$ cat config.mk
export PLATFORM = sky130hd
export DESIGN_NAME = cc20_ctrl
export DESIGN_NICKNAME = d
export VERILOG_FILES = /design/src/sv/cc20_pkg.sv /design/src/sv/cc20_ctrl.sv
export SDC_FILE = /design/constraint.sdc
export NUM_CORES = 1
export LEC_CHECK = 0
export BUFFER_PORTS_ARGS = -buffer_cell sky130_fd_sc_hd__clkbuf_2
export CAP_MARGIN = 20
export CORE_MARGIN = 4
export CORE_UTILIZATION = 31
export DETAILED_ROUTE_END_ITERATION = 8
export PLACE_DENSITY = 0.63
export REMOVE_ABC_BUFFERS = 1
export SYNTH_ARGS = -nofsm -noshare
export SYNTH_HDL_FRONTEND = slang
export SYNTH_SLANG_ARGS = --single-unit
$ cat constraint.sdc
create_clock -name clk -period 2.2 [get_ports clk]
set_clock_uncertainty 0.2 [all_clocks]
set_input_delay 0.11 -clock clk [delete_from_list [all_inputs] [get_ports clk]]
set_output_delay 0.11 -clock clk [all_outputs]
set_load 0.005 [all_outputs]
$ cat src/sv/cc20_pkg.sv
`timescale 1ns / 1ps
// ----------------------------------------------------------------------------
// cc20_pkg
// Shared types, constants and helpers of the ChaCha20 byte stream XOR block.
// ----------------------------------------------------------------------------
package cc20_pkg;

  localparam int DOUBLE_ROUNDS_DEF = 10;
  localparam int BLOCK_BYTES       = 64;
  localparam int POS_W             = 7;
  localparam int CFG_IDX_W         = 3;
  localparam int CFG_DATA_W        = 64;

  localparam logic [31:0] SIGMA [4] = '{
    32'h61707865, 32'h3320646e, 32'h79622d32, 32'h6b206574
  };

  localparam logic [63:0] KEY_RST        = 64'h0;
  localparam logic [63:0] NONCE_LOW_RST  = 64'h0;
  localparam logic [31:0] NONCE_HIGH_RST = 32'h01000000;
  localparam logic [31:0] INIT_CTR_RST   = 32'h00000001;

  typedef enum logic [CFG_IDX_W-1:0] {
    REG_KEY_0,
    REG_KEY_1,
    REG_KEY_2,
    REG_KEY_3,
    REG_NONCE_LOW,
    REG_NONCE_HIGH,
    REG_INIT_CTR
  } cc20_reg_t;

  typedef enum logic [1:0] {
    ST_IDLE,
    ST_ROUND,
    ST_FEED,
    ST_EMIT
  } cc20_state_t;

  typedef struct packed {
    logic       start;
    logic       emit_now;
    logic       step;
    logic [1:0] sub;
    logic       diag;
    logic       finish;
    logic       emit_held;
  } cc20_cmd_t;

  typedef struct packed {
    logic need_block;
    logic out_free;
  } cc20_status_t;

  function automatic logic [31:0] rotl(input logic [31:0] v, input int unsigned n);
    return (v << n) | (v >> (32 - n));
  endfunction

endpackage

$ cat src/sv/cc20_ctrl.sv
`timescale 1ns / 1ps
// ----------------------------------------------------------------------------
// cc20_ctrl
// Sequencer: accepts bytes, runs the round steps of a new block and orders
// the feed-forward and the delayed transfer of the byte that opened it.
// ----------------------------------------------------------------------------
module cc20_ctrl
  import cc20_pkg::*;
#(
  parameter int DOUBLE_ROUNDS = DOUBLE_ROUNDS_DEF
) (
  input  logic         clk,
  input  logic         rst,
  input  logic         in_valid,
  output logic         in_ready,
  input  cc20_status_t status,
  output cc20_cmd_t    cmd
);

  localparam int STEPS = DOUBLE_ROUNDS * 8;
  localparam int CNT_W = $clog2(STEPS);
  localparam logic [CNT_W-1:0] CNT_LAST = CNT_W'(STEPS - 1);

  cc20_state_t      state, state_next;
  logic [CNT_W-1:0] cnt;
  logic             accept;

  always_ff @(posedge clk) begin
    if (rst) begin
      state <= ST_IDLE;
      cnt   <= '0;
    end else begin
      state <= state_next;
      if (state == ST_ROUND) begin
        cnt <= cnt + 1'b1;
      end else begin
        cnt <= '0;
      end
    end
  end

  always_comb begin
    state_next = state;
    case (state)
      ST_IDLE: begin
        if (accept && status.need_block) state_next = ST_ROUND;
      end
      ST_ROUND: begin
        if (cnt == CNT_LAST) state_next = ST_FEED;
      end
      ST_FEED: state_next = ST_EMIT;
      ST_EMIT: state_next = ST_IDLE;
      default: state_next = ST_IDLE;
    endcase
  end

  always_comb begin
    in_ready      = 1'b0;
    cmd           = '0;
    cmd.sub       = cnt[1:0];
    cmd.diag      = cnt[2];
    case (state)
      ST_IDLE: begin
        in_ready     = status.out_free;
        cmd.start    = accept && status.need_block;
        cmd.emit_now = accept && !status.need_block;
      end
      ST_ROUND: cmd.step      = 1'b1;
      ST_FEED:  cmd.finish    = 1'b1;
      ST_EMIT:  cmd.emit_held = 1'b1;
      default: ;
    endcase
  end

  assign accept = in_valid && in_ready;

  a_start_round: assert property (@(posedge clk) disable iff (rst)
    cmd.start |=> (state == ST_ROUND) && (cnt == '0))
    else $error("block start did not enter round steps");

  a_round_end: assert property (@(posedge clk) disable iff (rst)
    (state == ST_ROUND && cnt == CNT_LAST) |=> state == ST_FEED)
    else $error("round steps did not end in feed-forward");

  a_feed_emit: assert property (@(posedge clk) disable iff (rst)
    (state == ST_FEED) |=> (state == ST_EMIT) && !in_ready)
    else $error("feed-forward not followed by held byte transfer");

endmodule

==> impl_metrics.toml, run 1 <==
[outcome]
status = "completed"

[min_path]
min-delay-path-class = "input pin to register"
worstHoldStart = "status[0]"

[flow_run]
cap_violations = 0

[global_route]
grt_first_pass_wirelength_um = 1310
grt_max_degree = 8
grt_overflow = 0
use_met2_pct = 13.5
grtUsageTotal_pct = 8.68
antenna_found_initial = 0
grt_use_met3_pct = 6.77
grt.busiest_layer = "met2"
grt_pass1_vias = 321
grtUsageMet1_pct = 9.48

[place]
dp_cells = 80
hpwl_um = 678
port_buffers = 13
gp_congestion = 0.659

[setup_path]
startpoint = "state[0]"
crit_path_top_delay_cell = "dfxtp_1"
max_stage_delay_ns = 0.38
crit_arrival_ns = 1.39
path_cells = "inv_1 -> ha_1 -> and2_1 -> and3_1 -> clkbuf_2"
critPathRequiredTime_ns = 1.89
start_kind = "register"
crit_type = "register to output port"
critPathMaxFanout = 4
r2r-start = "cnt[0]"
endpoint_kind = "output port"

[pwr]
powerDensity_nw_per_um2 = 782
p_comb_share_pct = 31.4
p_sw_mw = 0.149
ir_drop_mv = 0.273
leakage_nw = 0.265
p_int_mw = 0.312
swShare_pct = 32.3
seq_power_share_pct = 41.2
clkPwrFrac_pct = 27.4

[die]
io-pin-count = 14
die-area_um2 = 2280
fp-row-count = 14
start_util_pct = 32.6
die_h_um = 47.8
coreArea_um2 = 1510
die_w_um = 47.8

[route]
finalWirelength_um = 838
drc = 0
vias_per_cell = 4.59
drt_first_pass_iters = 1
wire_per_inst_um = 9.86
dr_total_vias = 390
antenna_left = 0
drt_iter0_markers = 0

[layout]
drive_gt1_share_pct = 27.5
syn_to_final_growth_pct = 20.2
instances_no_fill = 85
nNetsFinal = 81
diodes = 0

[synthesis]
synthMuxAreaShare_pct = 0
synth_warnings = 0
ys_top_cells_by_area = "dfxtp_1 (37%), ha_1 (15%), nor2_1 (7.7%)"
synthXorXnorAreaFrac_pct = 8.93
seq_area_frac_synth_pct = 36.7
yosysMostFrequentCell = "nor2_1"
synth_compound_area_share_pct = 9.69
synth-async-reset-ratio_pct = 0
yosysUniqueCellTypes = 20
netlist_top_cells_count = "nor2_1 (10), dfxtp_1 (9), ha_1 (6)"
syn_inst = 54
ys_ff_latch = 9
synth_edf_count = 0
synth_top_family_by_area = "simple AND/OR/NAND/NOR gates"
synthAdderAreaFrac_pct = 15.3
yosys.area_share.simple_pct = 20.9
yosys_most_used_dff = "dfxtp_1"
yosysTopAreaCellShare_pct = 36.7
netlist_area_um2 = 490
yosysTopAreaCell = "dfxtp_1"
syn_area_per_cell_um2 = 9.08

[sta]
finalSetupViolations = 0
rsz0062_at_grt = "false"
fmax_mhz = 590
period_needed_ns = 1.70
tightest_slew_ns = 0.305
slew_violations = 0
final.setup.tns_ns = 0
finalCritPeriodShare_pct = 77.1
hold_viol = 0
maxSlewHeadroom_pct = 79.6

[clocking]
cts_tree = "done"
numClockSinks = 9
cts_inserted_buffers = 3
post_cts_buffers = 0
clock-root-buffer = "clkbuf_4"
clkSlewWorstSetupHoldPaths_ns = 0.06
insertion_delay_ns = 0.26
holdBufCountCts = 1
h-tree-depth = 1
cts.path.max_buffers = 2
cts_resized = 0
[sequential cells by signal (all words and copies together) (netlist names)]
signal	cells
cnt	7
state	2
[layer usage]
metal,share of wire [%],vias to the layer above,routed length [um]
met2,46,14,387
met1,43,172,364
met5,0,-,0
met3,10,0,86
met4,0,0,0
li1,-,204,-
[final timing paths]
path,cells after the start,slack (ns),endpoint
worst min register to register,1,0.26,cnt[0]
worst max-delay path,5,0.50,cmd[7]
worst max register to register,5,0.57,state[0]
worst min-delay path,4,0.11,state[0]
[layout make-up]
| class | count | area, um2 |
|---|---|---|
| multi-input combinational | 37 | 269 |
| sequential | 9 | 180 |
| timing repair buffer | 14 | 75.1 |
| tap | 16 | 20.0 |
| inverter | 5 | 18.8 |
| clock buffer | 4 | 26.3 |
| fill | 163 | 917 |
[critical path, delay by kind of cell, from the launching register on]
family                     cells  cell delay [ns]
adders and majority gates      1             0.21
buffers and inverters          2             0.20
DFF                            1             0.38
and+or+nand+nor                2             0.33
[stage by stage]
stage | setup WS, ns | area [um2] | power, mW | utilization, % | hold WS, ns
floorplan | 0.607 | 468 | 0.289 | - | -0.0209
global placement | 0.583 | 553 | 0.334 | 36.7 | 0.106
detailed placement | 0.569 | 553 | 0.338 | 36.7 | 0.103
CTS | 0.475 | 589 | 0.472 | 39.1 | 0.0870
global route | 0.391 | 589 | 0.501 | 39.1 | 0.119
finish | 0.505 | 589 | 0.461 | 39.1 | 0.109
[cells in the final DEF, fill, tap and decap left out, drive strengths merged]
cell type / count
dlygate4sd3: 1
nand2: 1
nand2b: 1
or3b: 1
a31oi: 2
and2: 1
a21oi: 2
xnor2: 3
ha: 6
clkbuf: 17
o21ai: 2
nand3: 2
or3: 1
xor2: 2
inv: 5
and3: 3
nor2: 10
dfxtp: 9
[kinds of logic after synthesis]
family                     after synthesis
and+or+nand+nor                         20
DFF                                      9
buffers and inverters                    8
AOI/OAI and AO/OA                        6
adders and majority gates                6
xor gates and xnor gates                 5
[power groups by stage]
| stage | Combinational [mW] | Clock (mW) | Sequential, mW |
|---|---|---|---|
| after global placement | 0.140 | 0 | 0.194 |
| after floorplan | 0.0983 | 0 | 0.190 |
| after global routing | 0.165 | 0.143 | 0.193 |
| after CTS | 0.147 | 0.136 | 0.190 |
| after detailed placement | 0.144 | 0 | 0.194 |
| final | 0.145 | 0.126 | 0.190 |
No activity file was read; power rests on OpenSTA's default activity.
==> run 2, diff against run 1 <==
--- a/config.mk
+++ b/config.mk
@@ -5,6 +5,7 @@
 export SDC_FILE = /design/constraint.sdc
 export NUM_CORES = 1
 export LEC_CHECK = 0
+export ABC_AREA = 1
 export BUFFER_PORTS_ARGS = -buffer_cell sky130_fd_sc_hd__clkbuf_2
 export CAP_MARGIN = 20
 export CORE_MARGIN = 4
==> constraint.sdc (replaced) <==
create_clock -name clk -period 1.7 [get_ports clk]
set_clock_uncertainty 0.2 [all_clocks]
set_input_delay 0.085 -clock clk [delete_from_list [all_inputs] [get_ports clk]]
set_output_delay 0.085 -clock clk [all_outputs]
set_load 0.005 [all_outputs]
==> run 2 against run 1 <==
Against the previous run: sequential share of layout area fell by 0.76 points; power rose by 45%; synthesized area rose by 2.3%; global-route usage rose by 0.63 points; clock power rose by 31%; combinational power rose by 70%; non-clock buffer count did not move; worst setup slack got worse by 0.35 ns; largest power group unchanged.
==> impl_metrics.toml, run 2 <==
[die]
die_w_um = 48.2
io-pin-count = 14
start_util_pct = 32.9
coreArea_um2 = 1520
die-area_um2 = 2330
fp-row-count = 14
die_h_um = 48.2

[synthesis]
ys_ff_latch = 9
synth_warnings = 0
netlist_top_cells_count = "inv_1 (12), nor2_1 (12), dfxtp_1 (9)"
yosysTopAreaCell = "dfxtp_1"
seq_area_frac_synth_pct = 35.9
yosys_most_used_dff = "dfxtp_1"
synth-async-reset-ratio_pct = 0
syn_area_per_cell_um2 = 7.72
yosysUniqueCellTypes = 17
synth_edf_count = 0
syn_inst = 65
yosysTopAreaCellShare_pct = 35.9
ys_top_cells_by_area = "dfxtp_1 (36%), ha_1 (15%), inv_1 (9.0%)"
netlist_area_um2 = 502

[place]
gp_congestion = 0.704
port_buffers = 13
hpwl_um = 731
dp_cells = 91

[setup_path]
start_kind = "register"
critPathMaxFanout = 4
crit_type = "register to output port"
critPathRequiredTime_ns = 1.41
crit_arrival_ns = 1.27
endpoint_kind = "output port"

[pwr]
seq_power_share_pct = 38.5
swShare_pct = 35.4
p_int_mw = 0.432
clkPwrFrac_pct = 24.7
ir_drop_mv = 0.439
powerDensity_nw_per_um2 = 1110
p_comb_share_pct = 36.9
p_sw_mw = 0.237
fin_total_pwr_mw = 0.669
leakage_nw = 0.288

[clocking]
h-tree-depth = 1
cts_tree = "done"
cts_inserted_buffers = 3
cts.path.max_buffers = 2
clock-root-buffer = "clkbuf_4"
numClockSinks = 9
clkSlewWorstSetupHoldPaths_ns = 0.06
post_cts_buffers = 0
insertion_delay_ns = 0.26

[sta]
tightest_slew_ns = 0.196
hold_viol = 0
final.setup.tns_ns = 0
finalSetupViolations = 0
rsz0062_at_grt = "false"
maxSlewHeadroom_pct = 86.9
period_needed_ns = 1.55
finalCritPeriodShare_pct = 91.2
slew_violations = 0
fmax_mhz = 645

[route]
drt_iter0_markers = 2
vias_per_cell = 4.44
wire_per_inst_um = 9.35
antenna_left = 0
finalWirelength_um = 898
dr_total_vias = 426
drc = 0
drt_first_pass_iters = 2

[global_route]
use_met2_pct = 15.1
grt_overflow = 0
grt_first_pass_wirelength_um = 1450
antenna_found_initial = 0
grt_max_degree = 6
grt.busiest_layer = "met2"
grt_use_met3_pct = 3.32
grtUsageMet1_pct = 9.96
grtUsageTotal_pct = 9.30
grt_pass1_vias = 384

[layout]
top_regs = "cnt x7, state x2"
drive_gt1_share_pct = 25.0
nNetsFinal = 92
largest_register_ffs = 7
final_cell_mix = "clkbuf_2 (13), inv_1 (12), nor2_1 (12)"
instances_no_fill = 96
diodes = 0
syn_to_final_growth_pct = 20.4
layout_commonest_cell = "clkbuf_2"
regMostFlops = "cnt"

[min_path]
min-delay-path-class = "input pin to register"

[flow_run]
cap_violations = 0

[outcome]
status = "completed"
## run 2: cell count changes after synthesis, moves of 2 or more
cell	before	now
xnor2_1	3	1
and3_1	2	0
nand3_1	2	4
nor2_1	10	12
nand2_1	1	5
a21oi_1	2	4
inv_1	4	12
## run 2: routing by layer
layer	vias up	wire length (um)
li1	228	-
met1	190	380
met2	4	473
met3	4	15
met4	0	29
met5	-	0
## run 2: power by group through the flow
| stage | combinational [mW] | clock (mW) | sequential, mW |
|---|---|---|---|
| 2_1_floorplan | 0.170 | 0 | 0.258 |
| 3_3_place_gp | 0.235 | 0 | 0.261 |
| 3_5_place_dp | 0.240 | 0 | 0.262 |
| 4_1_cts | 0.244 | 0.170 | 0.257 |
| 5_1_grt | 0.284 | 0.182 | 0.260 |
| 6_report | 0.247 | 0.165 | 0.258 |
## run 2: kinds of logic after synthesis
kind of cell,count (synthesis),share of synthesized area (%)
compound gates,8,9.23
xor+xnor,2,3.49
fa+ha+maj,6,15.0
buf+inv,15,13.5
flops,9,35.9
simple gates,25,22.9
## run 2: per-stage QoR
| step | cell area [um2] | utilization, % | hold slack, ns | worst slack, ns |
|---|---|---|---|---|
| 6_report | 604 | 39.7 | 0.111 | 0.150 |
| 2_1_floorplan | 479 | - | 0.00110 | 0.316 |
| 4_1_cts | 601 | 39.4 | 0.146 | 0.146 |
| 3_5_place_dp | 564 | 37.0 | 0.158 | 0.159 |
| 3_3_place_gp | 564 | 37.0 | 0.171 | 0.189 |
| 5_1_grt | 604 | 39.7 | 0.140 | 0.0505 |
## run 2: worst paths after layout
check | from | end | slack [ns] | depth (start not counted)
worst min register to register | cnt[0] | cnt[0] | 0.27 | 1
worst min-delay path | in_valid | state[0] | 0.11 | 5
worst max register to register | state[0] | state[0] | 0.20 | 7
worst max-delay path | state[0] | cmd[6] | 0.15 | 5
## run 2: repair_timing
action                     in CTS  in global routing
setup endpoints to repair       0                  2
hold endpoints to repair        4                  0
gates resized for setup         0                  1
hold buffers                    1                  0
## run 2: critical path, cell delays in order (launching register included)
cell and delay (ns):
dfxtp_1 0.35, inv_1 0.11, ha_1 0.22, nand3_2 0.11
nor2_1 0.10, clkbuf_2 0.12
## run 2: cell type report
| type | count | area, um2 |
|---|---|---|
| tap | 16 | 20.0 |
| clock buffer | 4 | 26.3 |
| timing repair buffer | 14 | 75.1 |
| multi-input combinational | 41 | 258 |
| inverter | 12 | 45.0 |
| sequential | 9 | 180 |
| fill | 152 | 920 |
==> run 3, diff against run 2 <==
--- a/config.mk
+++ b/config.mk
@@ -11,7 +11,7 @@
 export CORE_MARGIN = 4
 export CORE_UTILIZATION = 31
 export DETAILED_ROUTE_END_ITERATION = 8
-export PLACE_DENSITY = 0.63
+export PLACE_DENSITY = 0.5
 export REMOVE_ABC_BUFFERS = 1
 export SYNTH_ARGS = -nofsm -noshare
 export SYNTH_HDL_FRONTEND = slang
==> run 3 against run 2 <==
Against the previous run: sequential power about the same; final area fell by 0.62%; register-to-register slack got worse by 0.03 ns; sequential share of layout area is 0.19 points higher; largest power group unchanged; global-route usage up 0.90 points; non-clock buffer count did not move; power fell by 0.68%; via count fell by 2.3%; routed wire length decreased by 3.8%; cell count unchanged; first-iteration DRC count increased to 2.5 times the previous value.
==> impl_metrics.toml, run 3 (same netlist as run 2, synthesis figures left out) <==
[outcome]
status = "completed"

[layout]
final_cell_mix = "clkbuf_2 (13), inv_1 (12), nor2_1 (12)"
syn_to_final_growth_pct = 19.7
fin_area_um2 = 601
largest_register_ffs = 7
layout_commonest_cell = "clkbuf_2"
drive_gt1_share_pct = 23.8
regMostFlops = "cnt"
final_util_pct = 39.4
fillCellCount = 175
diodes = 0
top_regs = "cnt x7, state x2"
nNetsFinal = 92

[flow_run]
cap_violations = 0

[setup_path]
r2r_slack_ns = 0.17
crit_arrival_ns = 1.49
path_depth = 7
critPathTopFamily = "flip-flops"
critPathMaxFanout = 4
r2r-end = "state[0]"
crit_type = "register to register"
critPathCapture = "state[0]"
start_kind = "register"
crit_path_top_delay_cell = "dfxtp_1"
endpoint_kind = "register"
max_stage_delay_ns = 0.34
startpoint = "state[0]"
r2r-start = "state[0]"
critPathRequiredTime_ns = 1.66
path_buf_inv = 1
r2r_cells = 7
path_cells = "inv_1 -> ha_1 -> nand3_2 -> o21ai_1 -> nand3_1 -> nand2_1 -> nor2_1"

[route]
wire_per_inst_um = 9.00
wl_met3_um = 53
dr_total_vias = 416
vias_per_cell = 4.33
drc = 0
wl_met2_um = 403
top_layer = "met4"
drt_iter0_markers = 5
antenna_left = 0
drt-met1-wl_um = 396
drt_first_pass_iters = 4
finalWirelength_um = 864

[pwr]
leakage_nw = 0.287
fin_total_pwr_mw = 0.665
ir_drop_mv = 0.467
powerDensity_nw_per_um2 = 1110

[global_route]
grt_first_pass_wirelength_um = 1570
grt_pass1_vias = 391
antenna_found_initial = 0
grt_overflow = 0
grtUsageTotal_pct = 10.2
grt_max_degree = 6

[sta]
finalSetupViolations = 0
tightest_slew_ns = 0.270
maxSlewHeadroom_pct = 81.9
final.setup.tns_ns = 0
rsz0062_at_grt = "false"
period_needed_ns = 1.53
fmax_mhz = 654
hold_viol = 0
finalCritPeriodShare_pct = 89.9
slew_violations = 0

[die]
die_w_um = 48.2
start_util_pct = 32.9
die-area_um2 = 2330
fp-row-count = 14
io-pin-count = 14
coreArea_um2 = 1520
die_h_um = 48.2

[clocking]
cts.path.max_buffers = 2
post_cts_buffers = 0
insertion_delay_ns = 0.26
cts_tree = "done"
h-tree-depth = 1
numClockSinks = 9
clkSlewWorstSetupHoldPaths_ns = 0.06
cts_inserted_buffers = 3
clock-root-buffer = "clkbuf_4"

[place]
dpl_cell_area_um2 = 564
hpwl_um = 722
port_buffers = 13
gp_congestion = 0.746

[min_path]
min-delay-path-class = "input pin to register"
[run 3: cell type report]
cell class / count / area [um2] / area share, %
multi-input cells: 41 / 254 / 42.3
flip-flops and latches: 9 / 180 / 30.0
repair buffers: 14 / 75.1 / 12.5
inverters: 12 / 45.0 / 7.50
clock buffers: 4 / 26.3 / 4.38
well taps: 16 / 20.0 / 3.33
[run 3: how the worst min path moves through the flow]
stage / from / endpoint / cells past startpoint
floorplan: status[1] / cmd[6] / 1
global placement: rst / state[1] / 4
detailed placement: rst / state[1] / 4
CTS: in_valid / state[0] / 6
global route: in_valid / state[1] / 5
finish: in_valid / state[1] / 5
[run 3: repair_timing]
item / CTS / global route
hold buffers: 1 / 0
gates resized for setup: 0 / 0
hold endpoints to repair: 4 / 0
[run 3: stage by stage]
stage,hold slack (ns),setup WS (ns),std cells
2_1_floorplan,0.00110,0.316,62
3_3_place_gp,0.163,0.171,91
3_5_place_dp,0.160,0.171,91
4_1_cts,0.131,0.157,96
5_1_grt,0.181,0.00869,96
6_report,0.140,0.172,96
[run 3: worst register-to-register path, cell delays in order, from the launching register on]
cell and delay, ns:
dfxtp_1 0.34, inv_1 0.12, ha_1 0.20, nand3_2 0.09, o21ai_1 0.25, nand3_1 0.12
nand2_1 0.07, nor2_1 0.03
[run 3: routing by layer]
metal  track usage [%]  up-vias
met5                 0        -
met4              3.23        0
met3              7.75        3
met2              14.3        5
met1              11.9      178
li1                  -      230
[run 3: where the power goes]
| group | internal, mW | total, mW | switching [mW] |
|---|---|---|---|
| combinational | 0.106 | 0.241 | 0.135 |
| sequential | 0.234 | 0.257 | 0.0224 |
| clock | 0.0906 | 0.167 | 0.0764 |
| total | 0.430 | 0.665 | 0.234 |
